**src/rtl/gbn_pkg.sv**
```systemverilog
// Package of the Gaussian blur block: sizes, weight table, codes and the
// command and status structs between controller and datapath. No dependencies.
`default_nettype none

package gbn_pkg;

	localparam int MAX_RADIUS    = 3;
	localparam int WEIGHT_BITS   = 16;
	localparam int DEF_MAX_WIDTH = 1024;
	localparam int STORE_ROWS    = 2 * MAX_RADIUS + 2;
	localparam int SLOT_W        = $clog2(STORE_ROWS);
	localparam int WIDTH_W       = 11;
	localparam int HEIGHT_W      = 13;
	localparam int RAD_W         = 2;
	localparam int PIX_W         = 8;
	localparam int ROW_W         = HEIGHT_W;
	localparam int CFG_W         = 13;
	localparam int CFG_IDX_W     = 2;
	localparam int K_W           = $clog2(MAX_RADIUS + 1) + 1;
	localparam int MAX_DIST      = 2 * MAX_RADIUS * MAX_RADIUS;
	localparam int DIST_W        = $clog2(MAX_DIST + 1);
	localparam int DEN_W         = WEIGHT_BITS + $clog2((2 * MAX_RADIUS + 1) ** 2);
	localparam int NUM_W         = DEN_W + PIX_W;
	localparam int QCNT_W        = $clog2(PIX_W);

	localparam logic [WIDTH_W-1:0]  WIDTH_RESET  = WIDTH_W'(512);
	localparam logic [HEIGHT_W-1:0] HEIGHT_RESET = HEIGHT_W'(512);
	localparam logic [RAD_W-1:0]    RADIUS_RESET = RAD_W'(1);

	// Configuration register indexes.
	typedef enum logic [CFG_IDX_W-1:0] {
		CFG_WIDTH  = 2'd0,
		CFG_HEIGHT = 2'd1,
		CFG_RADIUS = 2'd2
	} cfg_idx_t;

	// Controller states.
	typedef enum logic [2:0] {
		S_IDLE,
		S_UPD,
		S_MUL,
		S_CHK,
		S_TAP,
		S_FLUSH,
		S_DIV,
		S_OUT
	} ctrl_state_t;

	// Commands from the controller to the datapath.
	typedef struct packed {
		logic load_in;
		logic update;
		logic mul;
		logic clear;
		logic tap_start;
		logic tap_step;
		logic div_start;
		logic div_step;
		logic emit;
	} dp_cmd_t;

	// Status from the datapath to the controller.
	typedef struct packed {
		logic drop;
		logic out_over;
		logic emit_ok;
		logic tap_last;
		logic pipe_busy;
		logic div_last;
		logic out_free;
	} dp_sts_t;

	// Weights exp(-d / (2 r^2)) in unsigned Q1.15, one row per radius.
	localparam logic [WEIGHT_BITS-1:0] W_R1 [0:MAX_DIST] = '{
		0: 16'd32768, 1: 16'd19875, 2: 16'd12055, default: 16'd0
	};
	localparam logic [WEIGHT_BITS-1:0] W_R2 [0:MAX_DIST] = '{
		0: 16'd32768, 1: 16'd28918, 2: 16'd25520, 3: 16'd22521, 4: 16'd19875,
		5: 16'd17539, 6: 16'd15479, 7: 16'd13660, 8: 16'd12055, default: 16'd0
	};
	localparam logic [WEIGHT_BITS-1:0] W_R3 [0:MAX_DIST] = '{
		0: 16'd32768, 1: 16'd30997, 2: 16'd29322, 3: 16'd27738, 4: 16'd26239,
		5: 16'd24821, 6: 16'd23479, 7: 16'd22210, 8: 16'd21010, 9: 16'd19875,
		10: 16'd18801, 11: 16'd17785, 12: 16'd16824, 13: 16'd15914, 14: 16'd15054,
		15: 16'd14241, 16: 16'd13471, 17: 16'd12743, 18: 16'd12055
	};

	// Weight lookup for a given radius and squared tap distance.
	function automatic logic [WEIGHT_BITS-1:0] gauss_weight(
		input logic [RAD_W-1:0]  r,
		input logic [DIST_W-1:0] d
	);
		logic [WEIGHT_BITS-1:0] w;
		w = '0;
		if (d <= DIST_W'(MAX_DIST)) begin
			case (r)
				2'd1: w = W_R1[d];
				2'd2: w = W_R2[d];
				2'd3: w = W_R3[d];
				default: w = '0;
			endcase
		end
		return w;
	endfunction

endpackage

`default_nettype wire

```
**src/rtl/gbn_ctrl.sv**
```systemverilog
// Controller of the Gaussian blur block: sequences one item through update,
// window check, tap sweep, division and output. Depends on gbn_pkg.
`default_nettype none

module gbn_ctrl import gbn_pkg::*; (
	input  wire logic    clk,
	input  wire logic    arst_n,
	input  wire logic    in_valid,
	output logic         in_stall,
	input  wire dp_sts_t sts,
	output dp_cmd_t      cmd
);

	ctrl_state_t state_q, state_d;

	// State register.
	always_ff @(posedge clk or negedge arst_n) begin
		if (!arst_n) begin
			state_q <= S_IDLE;
		end else begin
			state_q <= state_d;
		end
	end

	// Next state and commands.
	always_comb begin
		state_d  = state_q;
		cmd      = '0;
		in_stall = 1'b1;
		case (state_q)
			S_IDLE: begin
				in_stall = 1'b0;
				if (in_valid) begin
					cmd.load_in = 1'b1;
					state_d     = S_UPD;
				end
			end
			S_UPD: begin
				cmd.update = 1'b1;
				state_d    = S_MUL;
			end
			S_MUL: begin
				cmd.mul = 1'b1;
				state_d = S_CHK;
			end
			S_CHK: begin
				if (sts.drop) begin
					state_d = S_IDLE;
				end else if (sts.out_over) begin
					cmd.clear = 1'b1;
					state_d   = S_IDLE;
				end else if (!sts.emit_ok) begin
					state_d = S_IDLE;
				end else begin
					cmd.tap_start = 1'b1;
					state_d       = S_TAP;
				end
			end
			S_TAP: begin
				cmd.tap_step = 1'b1;
				if (sts.tap_last) begin
					state_d = S_FLUSH;
				end
			end
			S_FLUSH: begin
				if (!sts.pipe_busy) begin
					cmd.div_start = 1'b1;
					state_d       = S_DIV;
				end
			end
			S_DIV: begin
				cmd.div_step = 1'b1;
				if (sts.div_last) begin
					state_d = S_OUT;
				end
			end
			S_OUT: begin
				if (sts.out_free) begin
					cmd.emit = 1'b1;
					state_d  = S_IDLE;
				end
			end
			default: begin
				state_d = S_IDLE;
			end
		endcase
	end

endmodule

`default_nettype wire

```
**config.mk**
```make
export PLATFORM = sky130hd
export DESIGN_NAME = gbn_ctrl
export DESIGN_NICKNAME = d
export VERILOG_FILES = /design/src/rtl/gbn_pkg.sv /design/src/rtl/gbn_ctrl.sv
export SDC_FILE = /design/constraint.sdc
export NUM_CORES = 1
export LEC_CHECK = 0
export BUFFER_PORTS_ARGS = -buffer_cell sky130_fd_sc_hd__buf_2
export CAP_MARGIN = 25
export CORE_AREA = 3 3 40 42
export CTS_CLUSTER_SIZE = 40
export DETAILED_ROUTE_END_ITERATION = 6
export DIE_AREA = 0 0 43 45
export PLACE_DENSITY = 0.56
export RECOVER_POWER = 50
export SLEW_MARGIN = 20
export SYNTH_ARGS = -nofsm -noshare
export SYNTH_HDL_FRONTEND = slang
export SYNTH_SLANG_ARGS = --single-unit
```
**constraint.sdc**
```tcl
create_clock -name clk -period 1.2 [get_ports clk]
set_clock_uncertainty 0.15 [all_clocks]
set_input_delay 0.12 -clock clk [delete_from_list [all_inputs] [get_ports clk]]
set_output_delay 0.12 -clock clk [all_outputs]
set_load 0.05 [all_outputs]
```
==> impl_metrics.json <==
{
  "finalSetupViolCount": 13,
  "root_buffer": "clkbuf_4",
  "drt_iter0_markers": 5,
  "critical_path_required_ns": 0.93,
  "worst_pin_slew_ns": 0.255,
  "place_inst": 72,
  "fp.coreArea_mm2": 0.00128,
  "syn_inst": 33,
  "critical_path_class": "register to output port",
  "synth-main-ff-cell": "dfrtp_1",
  "final_max_slew_viol_count": 0,
  "hold_depth": 3,
  "synth_edf_count": 0,
  "clk_pin_slew_worst_paths_ns": 0.04,
  "ys_seq_area_frac": 0.263,
  "grt_pass1_wl_um": 1800,
  "finalNonFillerCells": 86,
  "yosysWarnings": 0,
  "end_kind": "output port",
  "p_leak_nw": 0.321,
  "rrSetupSlack_ns": -0.30,
  "critPathTopFamily": "simple AND/OR/NAND/NOR gates",
  "first_global_vias": 425,
  "diodes": 0,
  "async_flop_share": 1.00,
  "violations": "negative setup slack",
  "synthXorXnorAreaFrac": 0,
  "cp-start-kind": "register",
  "ant_nets": 0,
  "min_from": "sts[1]",
  "cts_tree": "yes",
  "htree_levels": 1,
  "dp_hpwl_um": 632,
  "cp_cell_sequence": "or3_4, nor2_4, buf_6",
  "gp_congestion": 0.694,
  "r2r-end": "state_q[0]$_DFFE_PN0P_",
  "overflow": 0,
  "syn_area_um2": 285,
  "nets": 82,
  "period_minus_slack_ns": 1.57,
  "drc": 0,
  "area_growth_pct": 155,
  "crit_fanout": 3,
  "antenna_found_initial": 0,
  "critical_path_buf_inv_count": 1,
  "fmax_mhz": 635,
  "slowest_delay_ns": 0.41,
  "io_buffers": 19,
  "max_flop_register": "state_q",
  "crit_path_start": "state_q[1]$_DFFE_PN0P_",
  "crit_slowest_cell": "dfrtp_1",
  "die_height_um": 45,
  "setup_slack_ns": -0.375,
  "relSlewSlack": 0.829,
  "hp-class": "input port to register",
  "period_share": 1.31,
  "muxShareOfSynthArea": 0.0395,
  "synth_compound_area_frac": 0.132,
  "initial_utilization": 0.222,
  "synthTopCellsByArea": "dfrtp_1 26%, buf_6 7.9%, nor4_4 7.5%",
  "synth_adder_area_share": 0,
  "drtPass1Iterations": 4,
  "utilization": 0.566,
  "cts_sinks": 3,
  "worstReg2RegStart": "state_q[2]$_DFFE_PN0P_",
  "routed_wirelength_um": 1180,
  "cts_buffer_depth": 2,
  "hold_viol": 0,
  "via_per_inst": 4.67,
  "synth_most_common_cell": "nand2_1",
  "p_per_area_mw_per_mm2": 2880,
  "largest_register_ffs": 3,
  "synth_seq_cells": 3,
  "reg_top3": "state_q (3)",
  "irDropWorstVdd_mv": 1.39,
  "synth_top_area_frac": 0.263,
  "synth_top_family_by_area": "simple AND/OR/NAND/NOR gates",
  "wl_per_cell_um": 13.7,
  "drive_gt1_frac": 0.803,
  "holdPathEnd": "state_q[0]$_DFFE_PN0P_",
  "die_area_mm2": 0.00194,
  "syn_area_per_cell_um2": 8.64,
  "io_pins": 20,
  "cp.arrival_ns": 1.30,
  "die_w_um": 43,
  "drv_cap": 0,
  "grt_usage": 0.125,
  "grt_max_degree": 8,
  "r2r_cells": 5,
  "core.rowCount": 13,
  "cts_made_buffers": 3,
  "syn-num-nets": 43,
  "yosys.area_share.simple": 0.447,
  "rsz0062_at_grt": "yes",
  "ys_types": 22,
  "yosysTopAreaCell": "dfrtp_1",
  "finalSetupTns_ns": -3.54,
  "vias": 402,
  "status": "finished with violations",
  "clock_latency_ns": 0.24,
  "synth.top_cells.by_count": "4 x nand2_1, 3 x dfrtp_1, 3 x inv_1"
}
## worst reg2reg max path, stage by stage, from the launching register on
cell	delay (ns)
dfrtp_2	0.43
buf_4	0.14
buf_6	0.08
mux2_2	0.33
o22ai_2	0.17
o21ai_1	0.07
## cell type report
cell class                 instances  area (µm²)
timing repair buffer              36         318
inverter                           3        18.8
fill                             102         558
sequential                         3        77.6
tap                               15        18.8
clock buffer                       4        26.3
multi-input combinational         25         268
## worst max path at each step
stage                     slack [ns]  cells past startpoint     end
after floorplan                -0.36                      3  cmd[8]
after CTS                      -0.36                      3  cmd[8]
after global routing           -0.40                      3  cmd[8]
after global placement         -0.24                      3  cmd[8]
final                          -0.37                      3  cmd[8]
after detailed placement       -0.25                      3  cmd[8]
## through the flow
stage	area (µm²)	total power, mW	hold slack [ns]	setup slack [ns]
floorplan	334	1.07	-0.326	-0.357
global placement	478	1.28	-0.230	-0.235
detailed placement	478	1.28	-0.234	-0.254
CTS	701	1.99	0.0306	-0.361
global route	727	2.20	0.0535	-0.403
finish	727	2.09	0.0284	-0.375
## logic make-up after synthesis
logic type	count (synthesis)
AND/OR/NAND/NOR	18
AO/OA/AOI/OAI	6
buffers and inverters	5
flip-flops	3
multiplexers	1
## what timing repair did
item / CTS / global route
hold buffers: 1 / 0
pin swaps: 7 / 7
endpoints found under the setup margin: 13 / 13
hold endpoints to repair: 3 / 0
buffers inserted: 9 / 2
gates resized for setup: 35 / 12
## where the power goes
part	switching, mW	leakage, nW	internal [mW]
clock network	0.0638	0.0150	0.125
logic	0.919	0.272	0.735
registers	0.0875	0.0348	0.161
## layer usage
| layer | routed length, µm | global-route usage | up-vias |
|---|---|---|---|
| li1 | - | - | 195 |
| met2 | 663 | 0.231 | 13 |
| met1 | 447 | 0.145 | 194 |
| met5 | 0 | 0 | - |
| met3 | 65 | 0.0279 | 0 |
| met4 | 0 | 0.0361 | 0 |
## placed cells by master (no fill, tap or decap), drive strengths merged
cell         instances
o2111ai              1
a21o                 1
nor4b                1
nand3                1
nor4                 2
and3                 2
mux2                 1
clkbuf               5
buf                 34
or2b                 1
or3                  1
nand2                5
nor2                 2
nor3                 2
o21ai                3
nor2b                1
inv                  3
dlygate4sd3          1
dfrtp                3
o22ai                1
No activity file was read; power rests on OpenSTA's default activity.
